**config.mk**
```make
export PLATFORM = sky130hd
export DESIGN_NAME = bmt_mul
export DESIGN_NICKNAME = d
export VERILOG_FILES = /design/src/rtl/bmt_pkg.sv /design/src/rtl/bmt_mul.sv
export SDC_FILE = /design/constraint.sdc
export NUM_CORES = 2
export LEC_CHECK = 0
export ABC_CLOCK_PERIOD_IN_PS = 9600
export BUFFER_PORTS_ARGS = -buffer_cell sky130_fd_sc_hd__buf_2
export CAP_MARGIN = 5
export CORE_MARGIN = 2
export CORE_UTILIZATION = 33
export CTS_CLUSTER_SIZE = 16
export DETAILED_ROUTE_END_ITERATION = 8
export PLACE_DENSITY = 0.48
export SYNTH_ARGS = -nofsm -noshare
export SYNTH_HDL_FRONTEND = slang
export SYNTH_SLANG_ARGS = --single-unit
export TNS_END_PERCENT = 100
```
**constraint.sdc**
```tcl
create_clock -name clk -period 9.6 [get_ports clk]
set_input_delay 0.48 -clock clk [delete_from_list [all_inputs] [get_ports clk]]
set_output_delay 0.48 -clock clk [all_outputs]
set_load 0.02 [all_outputs]
```
**src/rtl/bmt_pkg.sv**
```systemverilog
// Shared constants and helpers for the baseline match table.
`timescale 1ns / 1ps
package bmt_pkg;
    localparam int COORD_W = 31;
    localparam int VAL_W = 32;
    localparam int WAVE_W = 32;
    localparam int TOL_W = 32;
    localparam int IDX_W = 10;
    localparam int PROD_W = 64;
    localparam int RHS_W = 96;
    localparam int LHS_SHIFT = 41;
    localparam int CMP_W = PROD_W + LHS_SHIFT;
    localparam int ENTRY_W = 2 * VAL_W + WAVE_W;
    localparam int TABLE_DEPTH_DEF = 1024;
    localparam logic [TOL_W-1:0] TOL_RESET = 32'd2749;
    localparam logic CMD_POWER = 1'b0;
    localparam logic CMD_TRIANGLE = 1'b1;

    function automatic logic [VAL_W-1:0] mag33(input logic signed [VAL_W:0] x);
        logic signed [VAL_W:0] t;
        begin
            t = x[VAL_W] ? -x : x;
            mag33 = t[VAL_W-1:0];
        end
    endfunction
endpackage

```
**src/rtl/bmt_mul.sv**
```systemverilog
// Shared 32x32 unsigned multiplier with registered product.
`timescale 1ns / 1ps
module bmt_mul (
    input  logic                        clk,
    input  logic [bmt_pkg::VAL_W-1:0]   op_a,
    input  logic [bmt_pkg::VAL_W-1:0]   op_b,
    output logic [bmt_pkg::PROD_W-1:0]  prod
);
    import bmt_pkg::*;

    always_ff @(posedge clk)
    begin
        prod <= PROD_W'(op_a) * PROD_W'(op_b);
    end
endmodule

```
==> reports/metrics.cfg <==
[yosys]
synth-main-ff-cell=dfxtp_1
ys_ff_latch=64
synth.avg_cell_area_um2=9.252
yosysUniqueCellTypes=57
syn-cell-area_um2=34680
synth_seq_area_share=0.03695
ys_async_sr_fraction=0
postSynthCellCount=3748
synth_edf_count=0
synth_nets=4972
synth_warnings=0

[layout]
fin_nets=4910
largest_reg_flops=64
nFillCells=10950
area_growth_syn_to_layout_pct=5.640
fin_cells=5073
top_register=prod
top_regs=prod: 64 flops
drive_above_1_share=0.04877

[setup_path]
cp_data_arrival_time_ns=8.48
endpoint=prod[62]
startpoint_type=input pin
end_kind=flop
cp-startpoint=op_b[8]
slowest_delay_ns=0.61
critPathRequiredTime_ns=9.88
critPathTopFamily=adder cells
path_cells=buf_2 > nand2_1 > fa_1 > inv_1 > fa_1 > inv_1 > fa_1 > inv_1 > fa_1 > fa_1 > fa_1 > fa_1 > inv_1 > fa_1 > inv_1 > ha_1 > nand4_1 > or4_1 > or3_1 > a31oi_1 > a31o_2 > a211oi_1 > o21ai_1 > xor2_1
crit_type=in -> reg
crit_path_frequent_cell=fa_1
crit_fanout=32
slowest_stage=buf_2
crit_cells=24
worstPathBufferInverterCount=6

[timing]
finalSetupViolCount=0
final.setup.tns_ns=0
rsz0062_at_grt=no
whs_ns=0.7992
tightest_slew_ns=0.8990
setup_ws_ns=1.394
fmax_mhz=121.9
finalCritPeriodShare=0.8547
layout_min_cycle_time_ns=8.206
maxSlewViolCount=0
slew_headroom=0.4007
final_hold_viol_count=0

[global_route]
grt_first_pass_wirelength_mm=161.7
grt_pass1_vias=27020
grt_util_all_layers=0.1981
antenna_found_initial=5
overflow=0
grt_start_max_net_pins=33

[cts]
cts-htree-levels=3
clock-root-buffer=clkbuf_16
cts_tree=built
postCtsHoldBufs=0
clkSinkCount=64
clockBufferDepth=2
path_clk_slew_ns=0.06
post_cts_buffers=0
cts_resized=0
cts_made_buffers=9

[job]
drv_cap=0

[drt]
finalWirelength_mm=102.6
firstDrtPassIters=5
wl_met2_mm=56.12
drt_iter0_markers=1117
wl_met3_mm=2.572
drc=0
drt-vias-per-instance=4.769
highest_layer=met5
ant_nets=0
post_drt_wl_per_cell_um=20.23
wl_met1_mm=41.25
vias=24200

[floorplan]
core_area_um2=103900
die_w_um=328.2
boundaryPins=129
die_area_um2=107700
die_h_um=328.2
start_util=0.3336
num_rows=118

[placed_design]
port_buffers=128
place_hpwl_mm=83.73
place_ws_ns=1.100
placedCellCount=5055
gp_congestion=0.8431

[worst_hold_path]
worstHoldPathType=in -> reg

[outcome]
status=complete, no violations

## cell usage in the layout (no fill, tap or decap), types with 4 or more instances in the layout
| cell type | count |
|---|---|
| fa_1 | 896 |
| inv_1 | 865 |
| and2_1 | 602 |
| nand2_1 | 480 |
| ha_1 | 263 |
| buf_2 | 128 |
| dfxtp_1 | 64 |
| a21oi_1 | 63 |
| a21o_1 | 40 |
| xnor2_1 | 35 |
| xor2_1 | 25 |
| nand4_1 | 23 |
| o21ai_0 | 21 |
| nor2_1 | 20 |
| buf_4 | 19 |
| and3_1 | 14 |
| a31oi_1 | 12 |
| o21bai_1 | 10 |
| nand3_1 | 10 |
| o21a_1 | 9 |
| clkbuf_16 | 9 |
| nor3_1 | 7 |
| o21ai_1 | 5 |
| a221o_1 | 4 |
| clkinvlp_4 | 4 |
## logic make-up after synthesis
logic type      Yosys count  share of synthesized area
flops                    64                    0.03695
fa+ha+maj              1159                     0.6122
xor+xnor                 60                    0.01515
simple gates           1177                     0.1762
mux                       1                  0.0002887
compound gates          202                    0.04153
buf+inv                1085                     0.1177
## area by class of cell
cell class | count | area [µm²] | area share
inverters | 865 | 3247 | 0.08864
repair buffers | 147 | 783.3 | 0.02138
multi-input cells | 2599 | 29310 | 0.8003
well taps | 1380 | 1727 | 0.04714
flip-flops and latches | 64 | 1281 | 0.03498
diodes | 2 | 5.005 | 0.0001366
clock inverters | 7 | 48.80 | 0.001332
clock buffers | 9 | 225.2 | 0.006148
## through the flow
stage,instance area [µm²],utilization
2_1_floorplan,34680,-
3_3_place_gp,36350,0.3497
3_5_place_dp,36350,0.3497
4_1_cts,36630,0.3524
5_1_grt,36630,0.3524
6_report,36630,0.3524
## worst min-delay path by stage
stage | from | endpoint | slack [ns] | cells past startpoint
6_report | op_b[0] | prod[0] | 0.80 | 2
5_1_grt | op_b[0] | prod[0] | 0.81 | 2
4_1_cts | op_b[0] | prod[0] | 0.78 | 2
3_5_place_dp | prod[41] | prod[41] | 0.89 | 1
3_3_place_gp | prod[61] | prod[61] | 0.90 | 1
2_1_floorplan | op_b[0] | prod[0] | 0.61 | 1
## synthesized netlist by cell type (all sizes together) (7+ instances only)
master,n,share of area
fa,896,0.52
inv,865,0.094
and2,602,0.11
nand2,480,0.052
ha,263,0.095
clkbuf,213,0.023
a21oi,66,0.0099
dfxtp,64,0.037
a21o,40,0.0087
xnor2,35,0.0088
o21ai,26,0.0038
xor2,25,0.0063
nand4,23,0.0041
nor2,20,0.0022
and3,14,0.0025
a31oi,12,0.0022
o21bai,11,0.0025
nand3,10,0.0014
o21a,9,0.0019
buf,7,0.00097
nor3,7,0.0010
## layer usage
layer / vias up / track usage
met2: 426 / 0.3737
li1: 10700 / -
met1: 12960 / 0.2444
met3: 108 / 0.01558
met5: - / 0
met4: 4 / 0.04427
Power is left out: the tool's default activity adds up to more than one toggle a clock period on the data nets, which glitch-free logic cannot reach.
